--- config.mk ---
export PLATFORM = sky130hd
export DESIGN_NAME = stepper_trapezoid_pulse_generator
export DESIGN_NICKNAME = d
export VERILOG_FILES = /design/src/hdl/stpg_pkg.sv /design/src/hdl/stpg_cfg_regs.sv /design/src/hdl/stpg_step_core.sv /design/src/hdl/stepper_trapezoid_pulse_generator.sv
export SDC_FILE = /design/constraint.sdc
export NUM_CORES = 1
export LEC_CHECK = 0
export ABC_AREA = 1
export BUFFER_PORTS_ARGS = -buffer_cell sky130_fd_sc_hd__buf_2
export CORE_UTILIZATION = 25
export DETAILED_ROUTE_END_ITERATION = 7
export PLACE_DENSITY = 0.45
export RECOVER_POWER = 50
export SYNTH_ARGS = -nofsm -noshare
export SYNTH_HDL_FRONTEND = slang
export SYNTH_HIERARCHICAL = 1
export SYNTH_SLANG_ARGS = --single-unit
--- constraint.sdc ---
create_clock -name clk -period 6.55 [get_ports clk]
set_input_delay 0.655 -clock clk [delete_from_list [all_inputs] [get_ports clk]]
set_output_delay 0.655 -clock clk [all_outputs]
set_load 0.01 [all_outputs]
--- src/hdl/stpg_pkg.sv ---
// stpg_pkg: shared types and constants for the stepper trapezoid pulse generator
// depends on nothing; used by stpg_cfg_regs, stpg_step_core and the top level
`default_nettype none

package stpg_pkg;

  // configuration port geometry
  localparam int unsigned CFG_INDEX_W = 3;
  localparam int unsigned CFG_DATA_W  = 24;

  // register indexes
  localparam logic [CFG_INDEX_W-1:0] REG_TOP_PERIOD     = 3'd0;
  localparam logic [CFG_INDEX_W-1:0] REG_MOVE_STEPS     = 3'd1;
  localparam logic [CFG_INDEX_W-1:0] REG_MOVE_DIRECTION = 3'd2;
  localparam logic [CFG_INDEX_W-1:0] REG_INVERT_DIR     = 3'd3;
  localparam logic [CFG_INDEX_W-1:0] REG_RAMP_STEPS     = 3'd4;
  localparam logic [CFG_INDEX_W-1:0] REG_RAMP_INCREMENT = 3'd5;
  localparam logic [CFG_INDEX_W-1:0] REG_PULSE_WIDTH    = 3'd6;

  // field widths
  localparam int unsigned TOP_PERIOD_W = 24;
  localparam int unsigned MOVE_STEPS_W = 16;
  localparam int unsigned RAMP_STEPS_W = 8;
  localparam int unsigned RAMP_INC_W   = 16;
  localparam int unsigned PULSE_W      = 10;

  // reset values
  localparam logic [TOP_PERIOD_W-1:0] TOP_PERIOD_RST = 24'd1000;
  localparam logic [MOVE_STEPS_W-1:0] MOVE_STEPS_RST = 16'd0;
  localparam logic [RAMP_STEPS_W-1:0] RAMP_STEPS_RST = 8'd16;
  localparam logic [RAMP_INC_W-1:0]   RAMP_INC_RST   = 16'd100;
  localparam logic [PULSE_W-1:0]      PULSE_RST      = 10'd10;

  // width of the start period sum: top period plus ramp_steps * increment
  localparam int unsigned START_SUM_W = TOP_PERIOD_W + 1;

  typedef struct packed {
    logic [TOP_PERIOD_W-1:0] top_period_us;
    logic [MOVE_STEPS_W-1:0] move_steps;
    logic                    move_direction;
    logic                    invert_direction;
    logic [RAMP_STEPS_W-1:0] ramp_steps;
    logic [RAMP_INC_W-1:0]   ramp_increment_us;
    logic [PULSE_W-1:0]      pulse_width_us;
  } stpg_cfg_t;

endpackage

`default_nettype wire

--- src/hdl/stpg_cfg_regs.sv ---
// stpg_cfg_regs: configuration register file written through the plain write port
// depends on stpg_pkg
`default_nettype none

module stpg_cfg_regs (
  input  wire logic                             clk,
  input  wire logic                             rst_n,
  input  wire logic                             cfg_wr_en,
  input  wire logic [stpg_pkg::CFG_INDEX_W-1:0] cfg_index,
  input  wire logic [stpg_pkg::CFG_DATA_W-1:0]  cfg_wdata,
  output stpg_pkg::stpg_cfg_t                   cfg
);

  stpg_pkg::stpg_cfg_t cfg_r;
  stpg_pkg::stpg_cfg_t cfg_nxt;

  always_comb begin
    cfg_nxt = cfg_r;
    if (cfg_wr_en) begin
      case (cfg_index)
        stpg_pkg::REG_TOP_PERIOD: begin
          cfg_nxt.top_period_us = cfg_wdata[stpg_pkg::TOP_PERIOD_W-1:0];
        end
        stpg_pkg::REG_MOVE_STEPS: begin
          cfg_nxt.move_steps = cfg_wdata[stpg_pkg::MOVE_STEPS_W-1:0];
        end
        stpg_pkg::REG_MOVE_DIRECTION: begin
          cfg_nxt.move_direction = cfg_wdata[0];
        end
        stpg_pkg::REG_INVERT_DIR: begin
          cfg_nxt.invert_direction = cfg_wdata[0];
        end
        stpg_pkg::REG_RAMP_STEPS: begin
          cfg_nxt.ramp_steps = cfg_wdata[stpg_pkg::RAMP_STEPS_W-1:0];
        end
        stpg_pkg::REG_RAMP_INCREMENT: begin
          cfg_nxt.ramp_increment_us = cfg_wdata[stpg_pkg::RAMP_INC_W-1:0];
        end
        stpg_pkg::REG_PULSE_WIDTH: begin
          cfg_nxt.pulse_width_us = cfg_wdata[stpg_pkg::PULSE_W-1:0];
        end
        default: begin
          // unknown index, write dropped
        end
      endcase
    end
  end

  always_ff @(posedge clk) begin
    if (!rst_n) begin
      cfg_r.top_period_us     <= stpg_pkg::TOP_PERIOD_RST;
      cfg_r.move_steps        <= stpg_pkg::MOVE_STEPS_RST;
      cfg_r.move_direction    <= 1'b0;
      cfg_r.invert_direction  <= 1'b0;
      cfg_r.ramp_steps        <= stpg_pkg::RAMP_STEPS_RST;
      cfg_r.ramp_increment_us <= stpg_pkg::RAMP_INC_RST;
      cfg_r.pulse_width_us    <= stpg_pkg::PULSE_RST;
    end else begin
      cfg_r <= cfg_nxt;
    end
  end

  assign cfg = cfg_r;

endmodule

`default_nettype wire

--- src/hdl/stpg_step_core.sv ---
// stpg_step_core: step timing state and its single-pass update for one transaction
// depends on stpg_pkg
`default_nettype none

module stpg_step_core #(
  parameter int unsigned TIME_WIDTH  = 32,
  parameter int unsigned COUNT_WIDTH = 16
) (
  input  wire logic                   clk,
  input  wire logic                   rst_n,
  input  wire logic                   fire,
  input  wire logic                   func,
  input  wire logic [TIME_WIDTH-1:0]  now_us,
  input  stpg_pkg::stpg_cfg_t         cfg,
  output logic                        step_level,
  output logic                        step_started,
  output logic [COUNT_WIDTH-1:0]      steps_done,
  output logic [TIME_WIDTH-1:0]       period_now_us
);

  localparam int unsigned LOAD_W =
    (TIME_WIDTH > stpg_pkg::START_SUM_W) ? TIME_WIDTH : stpg_pkg::START_SUM_W;
  localparam int unsigned CMP_W =
    ((COUNT_WIDTH > stpg_pkg::MOVE_STEPS_W) ? COUNT_WIDTH : stpg_pkg::MOVE_STEPS_W) + 1;
  localparam int unsigned PROD_W = stpg_pkg::RAMP_STEPS_W + stpg_pkg::RAMP_INC_W;

  logic [TIME_WIDTH-1:0]  last_step_time_r, last_step_time_nxt;
  logic                   pulse_high_r, pulse_high_nxt;
  logic [TIME_WIDTH-1:0]  period_r, period_nxt;
  logic [COUNT_WIDTH-1:0] count_r, count_nxt;

  logic [PROD_W-1:0]      ramp_prod;
  logic [LOAD_W-1:0]      start_sum;
  logic [TIME_WIDTH-1:0]  start_period;
  logic [TIME_WIDTH-1:0]  base_period;
  logic [COUNT_WIDTH-1:0] base_count;
  logic [TIME_WIDTH-1:0]  elapsed;
  logic                   started;
  logic [TIME_WIDTH-1:0]  inc_ext;
  logic [TIME_WIDTH:0]    grow_sum;
  logic                   ramp_up;
  logic                   ramp_down;
  logic [CMP_W-1:0]       count_ext;
  logic [CMP_W-1:0]       ramp_ext;
  logic [CMP_W-1:0]       move_ext;
  logic [stpg_pkg::RAMP_STEPS_W:0] ramp_twice;

  // starting period of a move, saturated to the time width
  always_comb begin
    ramp_prod = PROD_W'(cfg.ramp_steps) * PROD_W'(cfg.ramp_increment_us);
    start_sum = LOAD_W'(cfg.top_period_us) + LOAD_W'(ramp_prod);
    if (start_sum > LOAD_W'({TIME_WIDTH{1'b1}})) begin
      start_period = {TIME_WIDTH{1'b1}};
    end else begin
      start_period = start_sum[TIME_WIDTH-1:0];
    end
  end

  always_comb begin
    base_period = func ? start_period : period_r;
    base_count  = func ? '0 : count_r;
    elapsed     = now_us - last_step_time_r;
    started     = !pulse_high_r && (elapsed >= base_period);

    count_ext  = CMP_W'(base_count);
    ramp_ext   = CMP_W'(cfg.ramp_steps);
    move_ext   = CMP_W'(cfg.move_steps);
    ramp_twice = {cfg.ramp_steps, 1'b0};
    ramp_up    = (count_ext < ramp_ext) &&
                 ((stpg_pkg::MOVE_STEPS_W + 1)'(cfg.move_steps) >
                  (stpg_pkg::MOVE_STEPS_W + 1)'(ramp_twice));
    ramp_down  = (count_ext + ramp_ext) > move_ext;

    inc_ext  = TIME_WIDTH'(cfg.ramp_increment_us);
    grow_sum = (TIME_WIDTH + 1)'(base_period) + (TIME_WIDTH + 1)'(inc_ext);

    last_step_time_nxt = last_step_time_r;
    pulse_high_nxt     = pulse_high_r;
    period_nxt         = base_period;
    count_nxt          = base_count;

    if (started) begin
      pulse_high_nxt     = 1'b1;
      last_step_time_nxt = now_us;
      if (ramp_up) begin
        period_nxt = (base_period >= inc_ext) ? (base_period - inc_ext) : '0;
      end else if (ramp_down) begin
        period_nxt = grow_sum[TIME_WIDTH] ? {TIME_WIDTH{1'b1}} : grow_sum[TIME_WIDTH-1:0];
      end
      if (base_count != {COUNT_WIDTH{1'b1}}) begin
        count_nxt = base_count + 1'b1;
      end
    end else if (pulse_high_r &&
                 (elapsed >= TIME_WIDTH'(cfg.pulse_width_us))) begin
      pulse_high_nxt = 1'b0;
    end
  end

  always_ff @(posedge clk) begin
    if (!rst_n) begin
      last_step_time_r <= '0;
      pulse_high_r     <= 1'b0;
      period_r         <= TIME_WIDTH'(stpg_pkg::TOP_PERIOD_RST);
      count_r          <= '0;
    end else if (fire) begin
      last_step_time_r <= last_step_time_nxt;
      pulse_high_r     <= pulse_high_nxt;
      period_r         <= period_nxt;
      count_r          <= count_nxt;
    end
  end

  assign step_level    = pulse_high_nxt;
  assign step_started  = started;
  assign steps_done    = count_nxt;
  assign period_now_us = period_nxt;

endmodule

`default_nettype wire

--- src/hdl/stepper_trapezoid_pulse_generator.sv ---
// stepper_trapezoid_pulse_generator: top level with input register, step core and
// result register; depends on stpg_pkg, stpg_cfg_regs and stpg_step_core
`default_nettype none

// Step pulse generator with a trapezoidal speed ramp. Every input transaction
// carries the current microsecond time (and optionally a begin-move command)
// and produces exactly one result transaction with the step pin level, a
// step-started flag, the direction pin, the steps taken in the move and the
// current step period. A move starts at top_period_us + ramp_steps *
// ramp_increment_us, shortens by one increment per step over the first
// ramp_steps steps (only when move_steps exceeds twice the ramp), and grows by
// one increment per step once steps taken plus ramp_steps exceed move_steps,
// saturating; stepping never stops by itself. One transaction is taken per
// clock cycle while the result channel does not stall; each one passes the
// input register, the step core and then the result register. The rate is set
// by the state update in the step core, which every transaction passes
// through once. Configuration registers must only be written while no
// transaction is in flight.
module stepper_trapezoid_pulse_generator #(
  parameter int unsigned TIME_WIDTH  = 32,
  parameter int unsigned COUNT_WIDTH = 16
) (
  input  wire logic                             clk,
  input  wire logic                             rst_n,
  // configuration write port
  input  wire logic                             cfg_wr_en,
  input  wire logic [stpg_pkg::CFG_INDEX_W-1:0] cfg_index,
  input  wire logic [stpg_pkg::CFG_DATA_W-1:0]  cfg_wdata,
  // input channel
  input  wire logic                             in_valid,
  output logic                                  in_stall,
  input  wire logic                             in_func,
  input  wire logic [TIME_WIDTH-1:0]            in_now_us,
  // result channel
  output logic                                  out_valid,
  input  wire logic                             out_stall,
  output logic                                  out_step_level,
  output logic                                  out_step_started,
  output logic                                  out_direction_out,
  output logic [COUNT_WIDTH-1:0]                out_steps_done,
  output logic [TIME_WIDTH-1:0]                 out_period_now_us
);

  stpg_pkg::stpg_cfg_t cfg;

  // input register
  logic                  in_valid_r, in_valid_nxt;
  logic                  func_r;
  logic [TIME_WIDTH-1:0] now_r;

  // result register
  logic                   out_valid_r, out_valid_nxt;
  logic                   step_level_r;
  logic                   step_started_r;
  logic                   direction_r;
  logic [COUNT_WIDTH-1:0] steps_done_r;
  logic [TIME_WIDTH-1:0]  period_r;

  // core results for the transaction held in the input register
  logic                   core_level;
  logic                   core_started;
  logic [COUNT_WIDTH-1:0] core_steps;
  logic [TIME_WIDTH-1:0]  core_period;

  logic advance;
  logic in_take;

  stpg_cfg_regs u_cfg (
    .clk       (clk),
    .rst_n     (rst_n),
    .cfg_wr_en (cfg_wr_en),
    .cfg_index (cfg_index),
    .cfg_wdata (cfg_wdata),
    .cfg       (cfg)
  );

  // the held transaction moves on whenever the result register is free or
  // is being emptied this cycle; the core state updates on the same edge
  assign advance  = in_valid_r && (!out_valid_r || !out_stall);
  assign in_stall = in_valid_r && !advance;
  assign in_take  = in_valid && !in_stall;

  stpg_step_core #(
    .TIME_WIDTH  (TIME_WIDTH),
    .COUNT_WIDTH (COUNT_WIDTH)
  ) u_core (
    .clk           (clk),
    .rst_n         (rst_n),
    .fire          (advance),
    .func          (func_r),
    .now_us        (now_r),
    .cfg           (cfg),
    .step_level    (core_level),
    .step_started  (core_started),
    .steps_done    (core_steps),
    .period_now_us (core_period)
  );

  always_comb begin
    in_valid_nxt  = in_take || (in_valid_r && !advance);
    out_valid_nxt = advance || (out_valid_r && out_stall);
  end

  always_ff @(posedge clk) begin
    if (!rst_n) begin
      in_valid_r  <= 1'b0;
      out_valid_r <= 1'b0;
    end else begin
      in_valid_r  <= in_valid_nxt;
      out_valid_r <= out_valid_nxt;
    end
  end

  // input payload capture
  always_ff @(posedge clk) begin
    if (in_take) begin
      func_r <= in_func;
      now_r  <= in_now_us;
    end
  end

  // result payload capture
  always_ff @(posedge clk) begin
    if (advance) begin
      step_level_r   <= core_level;
      step_started_r <= core_started;
      direction_r    <= cfg.move_direction ^ cfg.invert_direction;
      steps_done_r   <= core_steps;
      period_r       <= core_period;
    end
  end

  assign out_valid         = out_valid_r;
  assign out_step_level    = step_level_r;
  assign out_step_started  = step_started_r;
  assign out_direction_out = direction_r;
  assign out_steps_done    = steps_done_r;
  assign out_period_now_us = period_r;

endmodule

`default_nettype wire

==> impl_results.md, run 1 <==
- Drt total wl: 81700 um
- Die width: 308 um
- Worst hold stages: 1
- Sequential fraction of the synthesis area: 24.4%
- Fin crit share: 97.4%
- Netlist cell types: 57
- Area share of the largest cell type after synthesis: 13.6%
- Seq cells post-synth: 243
- Synth-to-layout area growth: 27.4%
- CTS tree: yes
- DRT iter0 DRCs: 1285
- Final std cells w/o fill: 5037
- RSZ-0062 raised after global routing: yes
- Crit path required time: 6910 ps
- Final nets: 4137
- Buffers & Inverters on Critical Path: 12
- Share of post-route cells with drive strength above 1: 21.9%
- Pre-CTS WS: -556 ps
- Max_slew headroom: -127%
- Power Total: 8000 uW
- Largest fanout on the critical path: 7
- Syn_area_per_cell: 6.82 um^2
- PwrDens: 268 mW/mm^2
- Num ports: 118
- Number of filler cells placed in the layout: 10.1k
- Grt met1 use: 22.2%
- Critical-path top delay cell: fa_1
- Most used cell, CP: nand2_1
- Post-layout min period: 6380 ps
- Final instance area: 0.0298 mm^2
- Largest cells by area after synthesis: nand2_1 14%, dfxtp_1 14%, inv_1 11%, edfxtp_1 11%, ha_1 10%
- FMAX: 0.157 GHz
- Total CTS buffers: 30
- H-tree Lvls: 1
- Placed Area: 0.0270 mm^2
- Top Usage Layer GRT: met2
- Detailed Routing Iterations Pass 1: 5
- Leak Pwr: 0.0151 uW
- Worst hold start: in_now_us[13]
- Leading area contributor after synthesis: nand2_1
- Synth top cells by count: 851 x nand2_1, 678 x inv_1, 306 x nor2_1
- Via Count: 22.1k
- Critical R2R Launch: u_cfg/cfg[27]
- CP endpoint kind: flop
- Status: finished with violations
- Via density: 4.39
- Core Rows: 111
- Synth Net Count: 3799
- Number of flops mapped to enable cells by yosys: 84
- Clock transition at path regs: 60 ps
- Initial antenna violation count: 0
- Post-synth ARST share: 0%
- Worst setup margin: 170 ps
- Input/output buffers: 117
- Worst-Margin Slew: 3410 ps
- FF-to-FF setup slack: 170 ps
- Full die area: 0.0949 mm^2
- Worst r2r path cells: 39
- Gr usage total: 16.4%
- Number of global-route vias before repair: 21.1k
- Maxcap violations: 2
- Worst Hold End: now_r[13]
- First-pass GRT wire length: 122000 um
- Starting density of the core: 25.4%
- Final GP Congestion: 0.901
- Met2 Track Usage GR: 28.1%
- Most numerous cell in the Yosys netlist: nand2_1
- Worst min-delay path class: input pin to flop
- CP Data Arrival Time: 6740 ps
- Root buf cell: clkbuf_16
- Post-Place Cells: 4929
- Antenna-violating nets left: 0
- Pin count of the biggest net entering global routing: 78
- Drc violations: 0
- Clock buffer depth: 3
- CP max stage delay: 570 ps
- Syn Inst Count: 3432
- Post-DP HPWL: 63600 um
- Warnings from Yosys: 6
- Most used DFF post-synth: dfxtp_1
- Violated checks: max-capacitance violations, max-slew violations
- Hold Fails Final Rpt: 0
- Critical Path Start Type: flop
- Placeable Area: 0.0922 mm^2
- Mapped Area: 0.0234 mm^2
- Worst path top cell family by delay: adder cells
- Worst IR drop on VDD: 0.175 mV
- TritonCTS Sinks: 243
- GR Util met3: 1.53%
- GRT Residual Overflow: 0
- Final Max Slew Viols: 112
- Endpoints failing setup: 0
- Crit Reg-Reg Endpoint: out_period_now_us[29]
- # diodes: 0
- Wire per inst: 16.2 um
- Worst Skew: 18.7 ps
- Die Ht: 308 um
- Type of the worst setup path: flop to flop
- Worst-skew pair later-pin latency: 610 ps
==> worst max path at each step <==
stage | cells after the start | endpoint | start | slack (ps)
3_3_place_gp | 35 | u_core/period_r[4] | u_cfg/cfg[30] | -540
2_1_floorplan | 35 | out_period_now_us[30] | u_cfg/cfg[33] | 2
6_report | 39 | out_period_now_us[29] | u_cfg/cfg[27] | 170
5_1_grt | 41 | out_period_now_us[23] | u_cfg/cfg[15] | -100
4_1_cts | 37 | u_core/period_r[4] | u_cfg/cfg[17] | 4
3_5_place_dp | 35 | u_core/period_r[5] | u_cfg/cfg[30] | -560
==> what timing repair did <==
action	CTS	global route
cloned	0	11
buffers inserted	1	44
pin swaps	2	139
hold buffers	0	0
resized for setup	27	348
setup endpoints to repair	131	131
==> placed cells by master (no fill, tap or decap), types with 24 or more instances in the layout <==
cell type / Yosys / layout
a21oi_1: 197 / 178
buf_2: 34 / 108
buf_4: 12 / 255
buf_6: 6 / 31
clkbuf_16: 0 / 40
dfxtp_1: 159 / 142
edfxtp_1: 84 / 84
fa_1: 111 / 107
ha_1: 191 / 165
inv_1: 678 / 644
inv_2: 13 / 46
nand2_1: 851 / 765
nand2_2: 36 / 104
nand3_1: 229 / 209
nand3_2: 8 / 24
nand4_1: 38 / 38
nor2_1: 306 / 297
o21ai_0: 113 / 91
o21ai_1: 17 / 27
xor2_1: 83 / 78
==> area by class of cell <==
class	instances	area, um^2	area share [%]
multi-input combinational	2374	15600	52.4
sequential	243	5760	19.3
timing repair buffer	425	3280	11.0
inverter	696	2630	8.81
tap	1243	1560	5.21
clock buffer	49	936	3.14
clock inverter	7	51.3	0.172
==> routing by layer <==
layer / vias up / wire length (um) / share of wire [%]
met5: - / 0 / 0
met4: 0 / 1750 / 2.1
met3: 82 / 2460 / 3.0
met2: 325 / 38600 / 47
met1: 10300 / 38800 / 48
li1: 11400 / - / -
==> sequential cells by signal, summed over array words and instances (netlist names) <==
signal                   flops
out_direction_out            1
u_core/count_r              16
out_steps_done              16
u_core/last_step_time_r     32
u_core/pulse_high_r          1
out_step_level               1
u_core/period_r             32
in_valid_r                   1
now_r                       32
out_period_now_us           32
out_valid                    1
u_cfg/cfg                   76
out_step_started             1
func_r                       1
==> logic make-up (layout without fill, tap and decap cells) <==
group	after synthesis	count (layout)	synth area share (%)
and+or+nand+nor	1556	1557	28.4
buffers and inverters	816	1177	13.7
AOI/OAI and AO/OA	420	420	10.3
adders and majority gates	302	302	19.7
DFF	243	243	24.4
xor gates and xnor gates	95	95	3.55
==> power by group <==
| part | total [uW] | switching, uW | leakage, uW | internal (uW) |
|---|---|---|---|---|
| combinational | 4480 | 2610 | 0.0125 | 1870 |
| sequential | 1840 | 78.8 | 0.00212 | 1760 |
| clock | 1680 | 706 | 0.000487 | 974 |
==> through the flow <==
| stage | hold slack [ps] | util [%] | TNS (ps) |
|---|---|---|---|
| 6_report | 215 | 32.4 | 0 |
| 5_1_grt | 176 | 32.4 | -2590 |
| 4_1_cts | 146 | 30.5 | 0 |
| 3_5_place_dp | 451 | 29.3 | -45980 |
| 3_3_place_gp | 444 | 29.3 | -38820 |
| 2_1_floorplan | 429 | - | 0 |
(Power assumes the default switching activity.)
==> run 2, diff against run 1 <==
--- a/config.mk
+++ b/config.mk
@@ -9,7 +9,7 @@
 export BUFFER_PORTS_ARGS = -buffer_cell sky130_fd_sc_hd__buf_2
 export CORE_UTILIZATION = 25
 export DETAILED_ROUTE_END_ITERATION = 7
-export PLACE_DENSITY = 0.45
+export PLACE_DENSITY = 0.49
 export RECOVER_POWER = 50
 export SYNTH_ARGS = -nofsm -noshare
 export SYNTH_HDL_FRONTEND = slang
==> impl_results.md, run 2 (synthesized netlist as in run 1, its figures left out) <==
- Input/output buffers: 117 (unchanged)
- Commonest non-fill, non-tap cell in the layout: nand2_1
- Worst setup margin: 218 ps (+47.9 ps)
- Synth-to-layout area growth: 25.4%
- Buffers & Inverters on Critical Path: 10 (-2)
- RSZ-0062 raised after global routing: yes
- TritonCTS Sinks: 243 (unchanged)
- Clock buffer depth: 3 (unchanged)
- Root buf cell: clkbuf_16
- Critical Path Start Type: flop
- GRT Residual Overflow: 0 (unchanged)
- Final std cells w/o fill: 4996 (-0.81%)
- Worst hold stages: 1 (unchanged)
- Worst Skew: 14.6 ps (-4.12 ps)
- Total CTS buffers: 30 (unchanged)
- Largest fanout on the critical path: 6 (-1)
- Pin count of the biggest net entering global routing: 120 (+54%)
- Worst min-delay path class: input pin to flop
- Crit path required time: 6890 ps (-20 ps)
- Post-layout min period: 6330 ps (-47.9 ps)
- Clock transition at path regs: 60 ps (about the same)
- H-tree Lvls: 1 (unchanged)
- Initial antenna violation count: 2 (+2)
- FMAX: 0.158 GHz (+0.76%)
- PwrDens: 267 mW/mm^2 (-0.57%)
- Worst-Margin Slew: 1870 ps (-1530 ps)
- Most frequent cells in the layout: 811 x nand2_1, 667 x inv_1, 295 x nor2_1, 227 x buf_4, 220 x nand3_1
- Worst path depth: 35 (-10%)
- Worst-skew pair later-pin latency: 590 ps (-20 ps)
- Detailed Routing Iterations Pass 1: 5 (unchanged)
- Antenna-violating nets left: 0 (unchanged)
- CP Data Arrival Time: 6670 ps (-70 ps)
- Drc violations: 0 (unchanged)
- Hold Fails Final Rpt: 0 (unchanged)
- Final hold slack: 241 ps (+25.7 ps)
- Placeable Area: 0.0922 mm^2 (unchanged)
- Via Count: 22.1k (-0.18%)
- Num ports: 118 (unchanged)
- Worst IR drop on VDD: 0.161 mV (-8.2%)
- Starting density of the core: 25.4% (unchanged)
- Wire per inst: 15.8 um (-2.6%)
- Max_slew headroom: -24.9% (+100 points)
- Number of global-route vias before repair: 21.6k (+2.5%)
- Post-DP HPWL: 62200 um (-2.3%)
- Fin crit share: 96.7% (-0.73 points)
- Pre-CTS WS: -523 ps (+33.6 ps)
- Violated checks: max-capacitance violations, max-slew violations
- Post-Place Cells: 4908 (-0.43%)
- CP max stage delay: 570 ps (about the same)
- DRT iter0 DRCs: 1273 (-0.93%)
- Final nets: 4095 (-1.0%)
- Share of post-route cells with drive strength above 1: 19.2% (-2.7 points)
- Final Max Slew Viols: 34 (-70%)
- Most used cell, CP: nand2_1
- Critical-path top delay cell: fa_1
- Die width: 308 um (unchanged)
- CTS tree: yes
- Setup TNS: 0 ps (unchanged)
- Status: finished with violations
- Drt total wl: 78900 um (-3.4%)
- Max reg flops: 76 (unchanged)
- Full die area: 0.0949 mm^2 (unchanged)
- Worst r2r path cells: 35 (-10%)
- Worst path top cell family by delay: adder cells
- Gr usage total: 16.2% (-0.21 points)
- Core Rows: 111 (unchanged)
- Die Ht: 308 um (unchanged)
- Final core utilization: 31.8% (-0.51 points)
- Via density: 4.41 (+0.64%)
- Final GP Congestion: 0.901 (about the same)
- Type of the worst setup path: flop to flop
- CTS Hold Bufs: 0 (unchanged)
- Leak Pwr: 0.0149 uW (-1.2%)
- Endpoints failing setup: 0 (unchanged)
- Maxcap violations: 1 (-1)
- First-pass GRT wire length: 121000 um (-0.80%)
- CP endpoint kind: flop
-- run 2: changes by cell type in the layout (fill, tap and decap cells not counted), moves of 16 or more --
cell / change
clkbuf_1: -16
nand2_1: +46
inv_1: +23
buf_4: -28
buf_6: -19
inv_2: -23
nand2_2: -40
-- run 2: timing repair --
action,in CTS,in global routing
gates resized for setup,26,229
buffers inserted,1,22
cloned,0,9
pin swaps,3,90
endpoints found under the hold margin,0,0
endpoints found under the setup margin,124,131
-- run 2: where the power goes --
group	switching [uW]	leakage (uW)	internal, uW
clock	735	0.000547	1120
combinational	2450	0.0123	1690
sequential	76.6	0.00212	1760
total	3260	0.0149	4570
-- run 2: area by class of cell --
cell class	count	area, um^2
tap	1243	1560
fill	10100	62900
multi-input combinational	2374	15300
inverter	696	2620
clock inverter	20	249
antenna	1	2.50
sequential	243	5750
clock buffer	36	846
timing repair buffer	383	2990
-- run 2: worst reg2reg max path: cells and delay by family, from the launching register on --
kind / cells / cell delay, ps
adders and majority gates: 6 / 2560
and+or+nand+nor: 13 / 1230
buffers and inverters: 10 / 1010
DFF: 1 / 360
AOI/OAI and AO/OA: 6 / 940
-- run 2: metal layers --
layer  global-route usage (%)  share of wire, %  wire, um  vias up
met5                        0                 0         0        -
met4                     5.59               3.3      2630        0
met3                     1.33               3.7      2930      115
met2                     27.6                47     37100      447
met1                     21.5                46     36200    10200
li1                         -                 -         -    11300
-- run 2: path summary, 6_finish.rpt --
kind | startpoint | to | slack [ps]
max | u_cfg/cfg[28] | out_period_now_us[17] | 220
min | in_now_us[7] | now_r[7] | 240
max reg2reg | u_cfg/cfg[28] | out_period_now_us[17] | 220
min reg2reg | u_core/last_step_time_r[10] | u_core/last_step_time_r[10] | 460
-- run 2: metrics by stage --
stage | total power, uW | area, um^2
3_5_place_dp | 5520 | 27000
6_report | 7830 | 29400
4_1_cts | 7460 | 28200
3_3_place_gp | 5510 | 27000
5_1_grt | 8400 | 29400
2_1_floorplan | 4130 | 23400
==> run 3, diff against run 2 <==
--- a/config.mk
+++ b/config.mk
@@ -10,7 +10,7 @@
 export CORE_UTILIZATION = 25
 export DETAILED_ROUTE_END_ITERATION = 7
 export PLACE_DENSITY = 0.49
-export RECOVER_POWER = 50
+export SETUP_SLACK_MARGIN = 0.15
 export SYNTH_ARGS = -nofsm -noshare
 export SYNTH_HDL_FRONTEND = slang
 export SYNTH_HIERARCHICAL = 1
==> impl_results.md, run 3 (synthesized netlist as in run 1, its figures left out) <==
- Status: completed
- RSZ-0062 raised after global routing: yes
- Final nets: 4104 (+0.22%)
- Most frequent cells in the layout: 799 x nand2_1, 652 x inv_1, 293 x nor2_1, 237 x buf_4, 219 x nand3_1
- Hold Fails Final Rpt: 0 (unchanged)
- CP max stage delay: 540 ps (-30 ps)
- Placeable Area: 0.0922 mm^2 (unchanged)
- Max_slew headroom: 29.1% (+54 points)
- Worst IR drop on VDD: 0.189 mV (+17%)
- CTS tree: yes
- Clock buffer depth: 3 (unchanged)
- Core Rows: 111 (unchanged)
- Worst min-delay path class: input pin to flop
- Clock transition at path regs: 60 ps (about the same)
- Max reg flops: 76 (unchanged)
- Initial antenna violation count: 0 (-2)
- Via Count: 22.1k (+0.39%)
- Reg power frac: 23.5% (about the same)
- Sequential Area: 0.00576 mm^2 (+0.17%)
- Worst path top cell family by delay: adder cells
- Worst-skew pair later-pin latency: 610 ps (+20 ps)
- Die Ht: 308 um (unchanged)
- Worst Skew: 41.1 ps (+26.5 ps)
- Starting density of the core: 25.4% (unchanged)
- P_sw: 3310 uW (+1.5%)
- Detailed Routing Iterations Pass 1: 5 (unchanged)
- Post-layout min period: 6260 ps (-73.5 ps)
- Pin count of the biggest net entering global routing: 78 (-35%)
- Worst-Margin Slew: 1060 ps (-811 ps)
- Buffers & Inverters on Critical Path: 10 (unchanged)
- Type of the worst setup path: flop to flop
- Largest fanout on the critical path: 6 (unchanged)
- Gr usage total: 16.1% (-0.14 points)
- Number of global-route vias before repair: 21.4k (-1.0%)
- Num ports: 118 (unchanged)
- Area of the multi-input gates: 0.0156 mm^2 (+1.6%)
- P_int: 4550 uW (-0.35%)
- Commonest non-fill, non-tap cell in the layout: nand2_1
- Number of filler cells placed in the layout: 10.1k (-0.55%)
- Wire per inst: 15.8 um (+0.40%)
- Post-DP HPWL: 62400 um (+0.42%)
- H-tree Lvls: 1 (unchanged)
- Die width: 308 um (unchanged)
- Critical-path top delay cell: fa_1
- Switching Share: 42.1% (+0.45 points)
- Fin crit share: 95.5% (-1.1 points)
- Maxcap violations: 0 (-1)
- Synth-to-layout area growth: 26.0%
- Total CTS buffers: 30 (unchanged)
- Setup TNS: 0 ps (unchanged)
- TritonCTS Sinks: 243 (unchanged)
- DRT iter0 DRCs: 1156 (-9.2%)
- PwrDens: 266 mW/mm^2 (about the same)
- First-pass GRT wire length: 120000 um (-0.88%)
- Drt total wl: 79300 um (+0.54%)
- Most used cell, CP: nand2_1
- # diodes: 0 (-1)
- Leak Pwr: 0.0149 uW (-0.20%)
- Antenna-violating nets left: 0 (unchanged)
- Final Max Slew Viols: 0 (-100%)
- Input/output buffers: 117 (unchanged)
- FMAX: 0.160 GHz (+1.2%)
- Final GP Congestion: 0.882 (-2.1%)
- Final instance area: 0.0295 mm^2 (+0.51%)
- Crit path required time: 6910 ps (+20 ps)
- Pre-CTS WS: -338 ps (+185 ps)
- Endpoints failing setup: 0 (unchanged)
- Root buf cell: clkbuf_16
- Drc violations: 0 (unchanged)
- Worst hold start: in_func
- Share of post-route cells with drive strength above 1: 21.1% (+1.9 points)
- Critical Path Start Type: flop
- Share of total power in combinational logic: 54.2% (+1.4 points)
- Full die area: 0.0949 mm^2 (unchanged)
- Via density: 4.42 (+0.24%)
- CP endpoint kind: flop
- Clock share of power: 22.3% (-1.4 points)
- Placed Area: 0.0268 mm^2 (-0.47%)
- Critical R2R Launch: u_cfg/cfg[31]
- GRT Residual Overflow: 0 (unchanged)
- Crit path from: u_cfg/cfg[31]
- Worst setup margin: 292 ps (+73.5 ps)
- CP Data Arrival Time: 6620 ps (-50 ps)
-- run 3: power by group through the flow --
stage | sequential, uW | clock (uW) | combinational, uW
2_1_floorplan | 1870 | 0 | 2260
3_3_place_gp | 1880 | 0 | 3570
3_5_place_dp | 1880 | 0 | 3580
4_1_cts | 1850 | 1800 | 3680
5_1_grt | 1860 | 1860 | 4700
6_report | 1850 | 1750 | 4260
-- run 3: cell type report --
class                      instances  area share (%)
clock buffer                      36            2.65
inverter                         696            8.92
timing repair buffer             392            10.0
multi-input combinational       2374            52.8
sequential                       243            19.5
clock inverter                    19           0.772
tap                             1243            5.27
-- run 3: worst paths after layout --
kind / to / slack (ps) / depth (start not counted)
worst min register to register: u_core/last_step_time_r[17] / 460 / 2
worst max-delay path: out_period_now_us[28] / 290 / 36
worst min-delay path: func_r / 220 / 1
worst max register to register: out_period_now_us[28] / 290 / 36
-- run 3: through the flow --
stage          total power, uW  hold slack, ps  utilization (%)  std cells
6_report                  7860             221             32.0       5003
2_1_floorplan             4130             429                -       3432
5_1_grt                   8420             192             32.0       5003
4_1_cts                   7330             183             30.5       4967
3_5_place_dp              5460             450             29.1       4906
3_3_place_gp              5450             445             29.1       4906
-- run 3: per-layer routing --
metal / global-route usage, % / vias up / wire length (um)
met5: 0 / - / 0
met4: 4.50 / 0 / 2150
met3: 1.11 / 94 / 2280
met2: 27.9 / 385 / 37800
met1: 21.3 / 10400 / 37100
li1: - / 11300 / -
-- run 3: what timing repair did --
item | 4_1_cts | 5_1_grt
pin swaps | 23 | 127
gates cloned | 0 | 8
hold buffers | 0 | 0
buffers inserted | 6 | 28
resized for setup | 55 | 306
endpoints found under the setup margin | 127 | 131
endpoints found under the hold margin | 0 | 0
